File: config.mk
export PLATFORM = sky130hd
export DESIGN_NAME = falu_div_stage
export DESIGN_NICKNAME = d
export VERILOG_FILES = /design/src/rtl/falu_div_stage.sv
export SDC_FILE = /design/constraint.sdc
export NUM_CORES = 1
export LEC_CHECK = 0
export CAP_MARGIN = 40
export CORE_AREA = 2 2 101 103
export DETAILED_ROUTE_END_ITERATION = 7
export DIE_AREA = 0 0 103 105
export DONT_BUFFER_PORTS = 1
export RECOVER_POWER = 25
export SLEW_MARGIN = 20
export SYNTH_ARGS = -nofsm -noshare
export SYNTH_HDL_FRONTEND = slang
export SYNTH_SLANG_ARGS = --single-unit
File: constraint.sdc
create_clock -name vclk -period 3.7
set_input_delay 0 -clock vclk [all_inputs]
set_output_delay 0 -clock vclk [all_outputs]
set_load 0.005 [all_outputs]
File: src/rtl/falu_div_stage.sv
module falu_div_stage #(
  parameter int W  = 32,
  parameter int NB = 40
) (
  input  logic [W:0]    rem_i,
  input  logic [NB-1:0] num_i,
  input  logic [NB-1:0] quo_i,
  input  logic [W-1:0]  den_i,
  output logic [W:0]    rem_o,
  output logic [NB-1:0] num_o,
  output logic [NB-1:0] quo_o
);

  logic [W:0] shifted;
  logic       ge;

  // One restoring step: bring down the next numerator bit, subtract if it fits.
  always_comb begin
    shifted = {rem_i[W-1:0], num_i[NB-1]};
    ge      = shifted >= {1'b0, den_i};
    rem_o   = ge ? (shifted - {1'b0, den_i}) : shifted;
    num_o   = {num_i[NB-2:0], 1'b0};
    quo_o   = {quo_i[NB-2:0], ge};
  end

endmodule

## Word-level counts from Yosys, hierarchy flattened

Cells that the tools add are included.

- Add/subtract/negate cells: 1
- Multipliers: 0
- Div/mod/pow operators: 0
- $lt $le $gt $ge: 1
- Equal/unequal tests: 0
- Shift-type cells: 0
- Multiplexer cells: 1
- Bitwise operators: 0
- Reductions and logical operators: 0

Operator list:

| operator | number |
|---|---|
| greater-or-equal comparator 33 x 32 -> 1 bit | 1 |
| two-way mux 33 bit | 1 |
| subtractor 33 x 32 -> 33 bit | 1 |

- Bits in registers: 0
- Bits in latches: 0
- Memory bits (writable): 0
- Memory bits (read-only): 0
- Input bits: 145
- Output and inout port bits: 113
- Logic and storage cells: 3
- Memories kept: 0

## Longest topological paths before layout

Gate-level depths: netlist of the first run.

- Depth after elaboration: 2
- Mapped depth: 13
- Depth with buffers taken out: 11

## Least setup slack after synthesis of the first run

Ideal clock, no wire load.

- Path type: input port to output port
- From: input den_i[19]
- To: output rem_o[32]
- Arrival time: 2.037 ns
- Required time: 3.700 ns
- Setup slack: 1.663 ns
- Cell stages on the path: 9
- Path buffers: 1
- Cell sequence: inv_1 > ha_1 > buf_6 > a21o_1 > a211o_1 > a211o_1 > o21ba_4 > a311o_1 > mux2_4

- Longest elaborated chain between the ends: 2
- Elaborated cells on any way between the ends: 3
- Classes of those cells: add/sub: 1; order compare: 1; mux: 1

Ends and longest elaborated chain:

| what | RTL line | text |
|---|---|---|
| start: declaration | 8 | `input logic [W-1:0] den_i,` |
| subtractor 33 x 32 -> 33 bit or greater-or-equal comparator 33 x 32 -> 1 bit (tied branches) | 21, 20 |  |
| two-way mux 33 bit * | 21 | `rem_o = ge ? (shifted - {1'b0, den_i}) : shifted;` |
| end: declaration | 9 | `output logic [W:0] rem_o,` |

Every way passes the cells marked *; elsewhere a longest branch is shown, timed or not.

## Worst setup path after layout of the first run

- From: input den_i[8]
- To: output rem_o[11]

- Longest elaborated chain between the ends: 2
- Elaborated cells on any way between the ends: 3
- Classes of those cells: add/sub: 1; order compare: 1; mux: 1

Ends and longest elaborated chain:

| what | RTL line | text |
|---|---|---|
| greater-or-equal comparator 33 x 32 -> 1 bit | 20 | `ge = shifted >= {1'b0, den_i};` |
| named net quo_o[0] | 11 | `output logic [NB-1:0] quo_o` |
| two-way mux 33 bit | 21 |  |

The timed path passes the listed nets, and every way through them passes these cells.

==> results.ini, run 1 <==
[status]
status = complete, no violations

[critical_path]
cp-end-kind = primary output
crit_fanout = 40
arrival_ps = 2460
worstPathRequired_ps = 3700
crit_type = in -> out
start_kind = primary input

[job]
drv_cap = 0

[floorplanning]
io_pins = 258
die_h_um = 105
std_cell_rows = 36
die_w_um = 103
design.core.area_um2 = 9640
initial_core_util = 0.309
die_area_um2 = 10800

[layout]
diodes = 0
final_cell_mix = a21oi_1, inv_1, nand2_1, nor2_1, ha_1
drive_above_1_share = 0.0338
seq_cell_count = 0
fin_area_um2 = 2480
syn2layout_area_growth_pct = -16.9
nClkBuffers = 0
nets = 535
layout_commonest_cell = a21oi_1
register_area_um2 = 0

[placement]
hpwl_um = 6740
place_ws_ps = 1200
port-buffer-count = 0
placed_area_um2 = 2480
gp_congestion = 0.801

[cts]
cts.repair.resized = 0
cts_setup_buffers = 0
cts_hold_buf = 0

[drt]
vias_per_cell = 5.40
wl_per_cell_um = 16.4
firstDrtPassIters = 4
postRouteWirelength_um = 8010
vias = 2637
drt_iter0_markers = 137
ant_nets = 0
drc = 0

[sta]
rsz0062_at_grt = false
setup_tns_ps = 0
max-slew-margin-rel = 0.522
min_period_over_period = 0.664
fmax_mhz = 407
slew_viol_final = 0
finalSetupViolations = 0
hold_violations = 0
worst_pin_slew_ps = 716
worst_slack_ps = 1240
finalCriticalPeriod_ps = 2460

[synth]
seq_area_frac_synth = 0
yosys_warnings = 0
ys_types = 60
netlist_area_um2 = 2980
syn_nets = 626
avgSynthCellArea_um2 = 6.66
syn_inst = 448

[global_routing]
grt_pass1_vias = 2530
grt_pass1_wl_um = 12400
grt_max_degree = 41
grt_usage = 0.139
antenna_found_initial = 0
grt_overflow = 0

[pwr]
p_leak_nw = 1.19
power.density_nw_per_um2 = 202
vdd_drop_max_mv = 0.0798
power.total_w = 0.000502

[hold_path]
hold_class = in -> out

metrics by stage:
step / hold slack (ps) / util / std cells
after floorplan: 80.8 / - / 448
after global placement: 0.0346 / 0.257 / 488
after detailed placement: 0.0346 / 0.257 / 488
after CTS: 0.0346 / 0.257 / 488
after global routing: 0.00795 / 0.257 / 488
final: 0.00197 / 0.257 / 488
Yosys cell counts (all sizes together) (2+ instances only):
library cell / number / area (µm²)
nor4: 2 / 12.5
o21a: 5 / 37.5
nand4: 5 / 31.3
and3: 6 / 37.5
a21o: 22 / 165
nor2: 33 / 124
o21ba: 2 / 26.3
o31ai: 2 / 15.0
nor3: 3 / 15.0
xnor2: 14 / 123
and2: 5 / 31.3
ha: 32 / 400
nand3: 6 / 30.0
o211ai: 5 / 42.5
o21ai: 28 / 140
mux2: 2 / 26.3
a21oi: 42 / 214
a211o: 2 / 17.5
inv: 37 / 139
nand2: 36 / 140
a311oi: 3 / 26.3
nor2b: 6 / 37.5
o41ai: 2 / 25.0
a21boi: 3 / 22.5
nand2b: 7 / 43.8
a211oi: 9 / 77.6
o21bai: 5 / 37.5
buf: 89 / 658
xor2: 13 / 114
clkbuf: 5 / 18.8
logic make-up after synthesis:
family	count (synthesis)	synth area share
other cells	1	0.00126
fa+ha+maj	33	0.141
simple gates	116	0.187
mux	2	0.00881
xor+xnor	27	0.0793
compound gates	138	0.309
buf+inv	131	0.273
worst max-delay path: stages:
cell and delay, ps:
inv_1 20, ha_1 370, and4_1 240, and2_1 190
a41oi_1 150, and2_1 170, o21ai_1 250, nand2_2 100
inv_2 540, mux2_1 420
report_power, final:
group,internal (W),switching (W)
clock network,0,0
logic,0.000195,0.000307
registers,0,0
layout make-up:
type	count	area, µm²
Inverter	37	139
Fill cell	1117	7160
Timing Repair Buffer	1	7.51
Tap cell	133	166
Multi-Input combinational cell	317	2170
worst paths after layout:
check	startpoint	endpoint	cells after the start
worst max-delay path	den_i[8]	rem_o[11]	10
worst min-delay path	num_i[6]	num_o[7]	0
layer usage:
layer | global-route usage | share of wire | wire length, µm
met2 | 0.239 | 0.48 | 3840
met5 | 0 | 0 | 0
met1 | 0.175 | 0.42 | 3340
met4 | 0.0367 | 0.021 | 172
met3 | 0.0247 | 0.082 | 658
Note: power is estimated with default switching activity, not from simulation.
==> inputs of run 2 (changes only) <==
--- a/config.mk
+++ b/config.mk
@@ -5,10 +5,11 @@
 export SDC_FILE = /design/constraint.sdc
 export NUM_CORES = 1
 export LEC_CHECK = 0
+export ABC_AREA = 1
 export CAP_MARGIN = 40
-export CORE_AREA = 2 2 101 103
+export CORE_AREA = 2 2 99 101
 export DETAILED_ROUTE_END_ITERATION = 7
-export DIE_AREA = 0 0 103 105
+export DIE_AREA = 0 0 101 103
 export DONT_BUFFER_PORTS = 1
 export RECOVER_POWER = 25
 export SLEW_MARGIN = 20
==> constraint.sdc (replaced) <==
create_clock -name vclk -period 2.45
set_input_delay 0 -clock vclk [all_inputs]
set_output_delay 0 -clock vclk [all_outputs]
set_load 0.005 [all_outputs]
==> run 2 against run 1 <==
  * Largest cell class unchanged
  * Combinational power up 57%
  * Cell count is 65% higher
  * Area after synthesis grew 28%
  * Largest power group unchanged
  * Setup slack worse by 650 ps
  * Highest routed layer unchanged
==> results.ini, run 2 <==
[synth]
avgSynthCellArea_um2 = 4.93
synthTopCellsByCount = nand2_1, inv_1, buf_4, nand3_1, nor2_1
synth_top_area_cell = nand2_1
synthAdderAreaFrac = 0.110
ys_types = 28
synth_top_area_frac = 0.313
synth_top_family_by_area = simple AND/OR/NAND/NOR gates
synth-simple-area-share = 0.483
seq_area_frac_synth = 0
syn_inst = 777
syn_nets = 955
synth_compound_area_frac = 0.0346
synth.most_common_cell = nand2_1
netlist_area_um2 = 3830
yosys_warnings = 0
synthXorXnorAreaFrac = 0.0343
synthMuxAreaShare = 0
synth.area.top_cells = nand2_1, inv_1, buf_4

[sta]
hold_violations = 0
worst_slack_ps = 594
holdWs_ps = 0.00198
rsz0062_at_grt = false
slew_viol_final = 0
fmax_mhz = 539
min_period_over_period = 0.758
finalCriticalPeriod_ps = 1860
setup_tns_ps = 0
finalSetupViolations = 0

[pwr]
vdd_drop_max_mv = 0.0832
sequentialPowerShare = 0
swShare = 0.668
p_leak_nw = 2.36
power.density_nw_per_um2 = 237
power.total_w = 0.000790
p_int_w = 0.000263
switching_power_w = 0.000528
clkPwrFrac = 0
power_frac_comb = 1.000

[drt]
postRouteWirelength_um = 9850
drc = 0
ant_nets = 0
firstDrtPassIters = 4
vias = 3801
vias_per_cell = 4.72
wl_per_cell_um = 12.2
drt_iter0_markers = 124

[placement]
place_ws_ps = 604
gp_congestion = 0.914
numPlacedInstances = 805
hpwl_um = 8620
port-buffer-count = 0

[global_routing]
use_met3 = 0.0237
grt_pass1_vias = 3307
grt_overflow = 0
grtUsageMet1 = 0.227
grt_pass1_wl_um = 15300
grt_usage = 0.180
antenna_found_initial = 0
grt_max_degree = 37
use_met2 = 0.338
top_usage_layer = met2

[hold_path]
hold_class = in -> out

[floorplanning]
design.core.area_um2 = 9460
die_h_um = 103
die_area_um2 = 10400
std_cell_rows = 36
io_pins = 258
initial_core_util = 0.405
die_w_um = 101

[cts]
cts_setup_buffers = 0
cts_hold_buf = 0
cts.repair.resized = 0

[critical_path]
cp-end-kind = primary output
crit_type = in -> out
worstPathRequired_ps = 2450
critPathMaxStageDelay_ps = 360
crit_fanout = 36
worstPathCellList = inv_1 > ha_1 > inv_1 > o21bai_1 > nand2_1 > nand2_1 > nor2_1 > nand3_2 > nor2_4 > nand2_8 > o21ai_0
cp_top_family = simple AND/OR/NAND/NOR gates
start_kind = primary input
arrival_ps = 1860
critPathSlowestCell = ha_1
critPathBufInv = 2

[layout]
drive_above_1_share = 0.0304
stdcell_count = 805
nClkBuffers = 0
final_cell_mix = nand2_1, inv_1, nand3_1, nor2_1, ha_1
layout_commonest_cell = nand2_1
syn2layout_area_growth_pct = -13.0
nets = 871
diodes = 0
register_area_um2 = 0
seq_cell_count = 0

[job]
drv_cap = 0

[status]
status = complete, no violations

## run 2: final timing paths
kind | startpoint | end | slack, ps | cells past startpoint
setup / recovery | den_i[30] | rem_o[1] | 590 | 11
hold / removal | quo_i[28] | quo_o[29] | 0.002 | 0
## run 2: layer usage
layer	part of all wire	up-vias
met2	0.48	130
met3	0.067	16
met4	0.0056	0
met1	0.45	1611
li1	-	2044
met5	0	-
## run 2: final cells by class
cell class,instances,area (µm²)
Fill cell,1146,6130
Multi-Input combinational cell,520,2540
Inverter,168,631
Tap cell,114,143
Timing Repair Buffer,3,22.5
## run 2: logic make-up (layout without fill, tap and decap cells)
logic type / after synthesis / after routing
AO/OA/AOI/OAI: 25 / 25
adder cells (fa/ha/maj): 33 / 33
XOR/XNOR: 15 / 15
buffers and inverters: 257 / 171
other: 1 / 1
AND/OR/NAND/NOR: 446 / 446
## run 2: metrics by stage
| stage | cell area [µm²] | util |
|---|---|---|
| floorplan | 3830 | - |
| global placement | 3330 | 0.352 |
| detailed placement | 3330 | 0.352 |
| CTS | 3330 | 0.352 |
| global route | 3330 | 0.352 |
| finish | 3330 | 0.352 |
## run 2: power groups by stage
stage	combinational [W]	clock (W)	sequential [W]
2_1_floorplan	0.000741	0	0
3_3_place_gp	0.000793	0	0
3_5_place_dp	0.000795	0	0
4_1_cts	0.000797	0	0
5_1_grt	0.000920	0	0
6_report	0.000790	0	0
==> inputs of run 3 (changes only) <==
==> constraint.sdc (replaced) <==
create_clock -name vclk -period 1.8
set_input_delay 0 -clock vclk [all_inputs]
set_output_delay 0 -clock vclk [all_outputs]
set_load 0.005 [all_outputs]
==> run 3 against run 2 <==
  * Cell count rose by 0.50%
  * Non-clock buffer count rose by 3
  * Global-route usage rose by 0.35 points
  * Hold slack did not move
  * Via count rose by 2.1%
  * Power rose by 41%
  * Die area did not move
  * Final area rose by 2.6%
  * Critical path depth rose by 3
  * Setup slack got worse by 450 ps
  * Combinational power rose by 42%
==> results.ini, run 3 (synthesis gave the netlist of run 2 again) <==
[pwr]
p_leak_nw = 2.38
power.density_nw_per_um2 = 327
vdd_drop_max_mv = 0.116

[global_routing]
grt_max_degree = 37
grt_pass1_vias = 3459
antenna_found_initial = 0
grt_usage = 0.183
grt_overflow = 0
grt_pass1_wl_um = 15500

[floorplanning]
io_pins = 258
std_cell_rows = 36
design.core.area_um2 = 9460
initial_core_util = 0.405
die_w_um = 101
die_h_um = 103
die_area_um2 = 10400

[critical_path]
critPathMaxStageDelay_ps = 430
critPathSlowestCell = fa_1
worst_path_most_repeated_cell = nand2_1
start_kind = primary input
crit_type = in -> out
worstPathRequired_ps = 1800
crit_fanout = 3
worstPathCellList = inv_1 > ha_1 > fa_1 > nor2_1 > o21ai_0 > nand2_1 > nand2_1 > nand2_1 > nand2_1 > nand2_1 > nand2_1 > nand2_1 > nand2_1 > inv_2
crit_end = rem_o[32]
cp-end-kind = primary output
arrival_ps = 1660
critPathLaunch = num_i[39]

[sta]
min_period_over_period = 0.920
holdWs_ps = 0.00198
fmax_mhz = 604
setup_tns_ps = 0
hold_violations = 0
finalCriticalPeriod_ps = 1660
finalSetupViolations = 0
slew_viol_final = 0
rsz0062_at_grt = false

[layout]
syn2layout_area_growth_pct = -10.8
drive_above_1_share = 0.0446
multi_input_area_um2 = 2570
nClkBuffers = 0
fill_cells = 1159
final_cell_mix = nand2_1, inv_1, nand3_1, nor2_1, ha_1
diodes = 0
stdcell_count = 809
register_area_um2 = 0
layout_commonest_cell = nand2_1
nets = 875
seq_cell_count = 0

[hold_path]
hold_class = in -> out

[drt]
drc = 0
wl_per_cell_um = 12.7
postRouteWirelength_um = 10300
ant_nets = 0
drt_iter0_markers = 148
firstDrtPassIters = 5
vias = 3881
vias_per_cell = 4.80

[cts]
cts_hold_buf = 0

[placement]
port-buffer-count = 0
gp_congestion = 0.927
hpwl_um = 8740
numPlacedInstances = 807

[status]
status = complete, no violations

[job]
drv_cap = 0

run 3: timing repair:
action / 4_1_cts / 5_1_grt
buffers inserted: 0 / 1
gates resized for setup: 0 / 10
hold endpoints to repair: 0 / 0
setup endpoints to repair: 0 / 24
run 3: power breakdown:
part	switching (W)	internal, W	leakage [nW]	total [W]
Combinational	0.000740	0.000376	2.38	0.00112
Sequential	0	0	0	0
Clock	0	0	0	0
run 3: how the worst min path moves through the flow:
| stage | start | end | cells past startpoint |
|---|---|---|---|
| final | quo_i[28] | quo_o[29] | 0 |
| after CTS | num_i[9] | num_o[10] | 0 |
| after global routing | quo_i[8] | quo_o[9] | 0 |
| after global placement | num_i[9] | num_o[10] | 0 |
| after floorplan | num_i[9] | num_o[10] | 1 |
| after detailed placement | num_i[9] | num_o[10] | 0 |
run 3: routing by layer:
layer	GRT usage	routed length [µm]	up-vias
li1	-	-	2056
met1	0.226	4530	1636
met2	0.344	4800	167
met3	0.0231	727	22
met4	0.0343	210	0
met5	0	0	-
run 3: cell type report:
cell class	count	share of cell area
Inverter	168	0.184
Tap cell	114	0.0417
Multi-Input combinational cell	521	0.752
Timing Repair Buffer	6	0.0216
run 3: critical path, delay by kind of cell:
kind | cells | cell delay (ps)
compound gates | 1 | 120
buf+inv | 2 | 90
fa+ha+maj | 2 | 650
simple gates | 9 | 790
run 3: stage by stage:
| stage | area (µm²) | utilization | worst slack (ps) | power, W |
|---|---|---|---|---|
| 2_1_floorplan | 3830 | - | 426 | 0.00101 |
| 3_3_place_gp | 3360 | 0.355 | 130 | 0.00109 |
| 3_5_place_dp | 3360 | 0.355 | 103 | 0.00109 |
| 4_1_cts | 3360 | 0.355 | 97.2 | 0.00110 |
| 5_1_grt | 3420 | 0.361 | 1.14 | 0.00129 |
| 6_report | 3420 | 0.361 | 144 | 0.00112 |
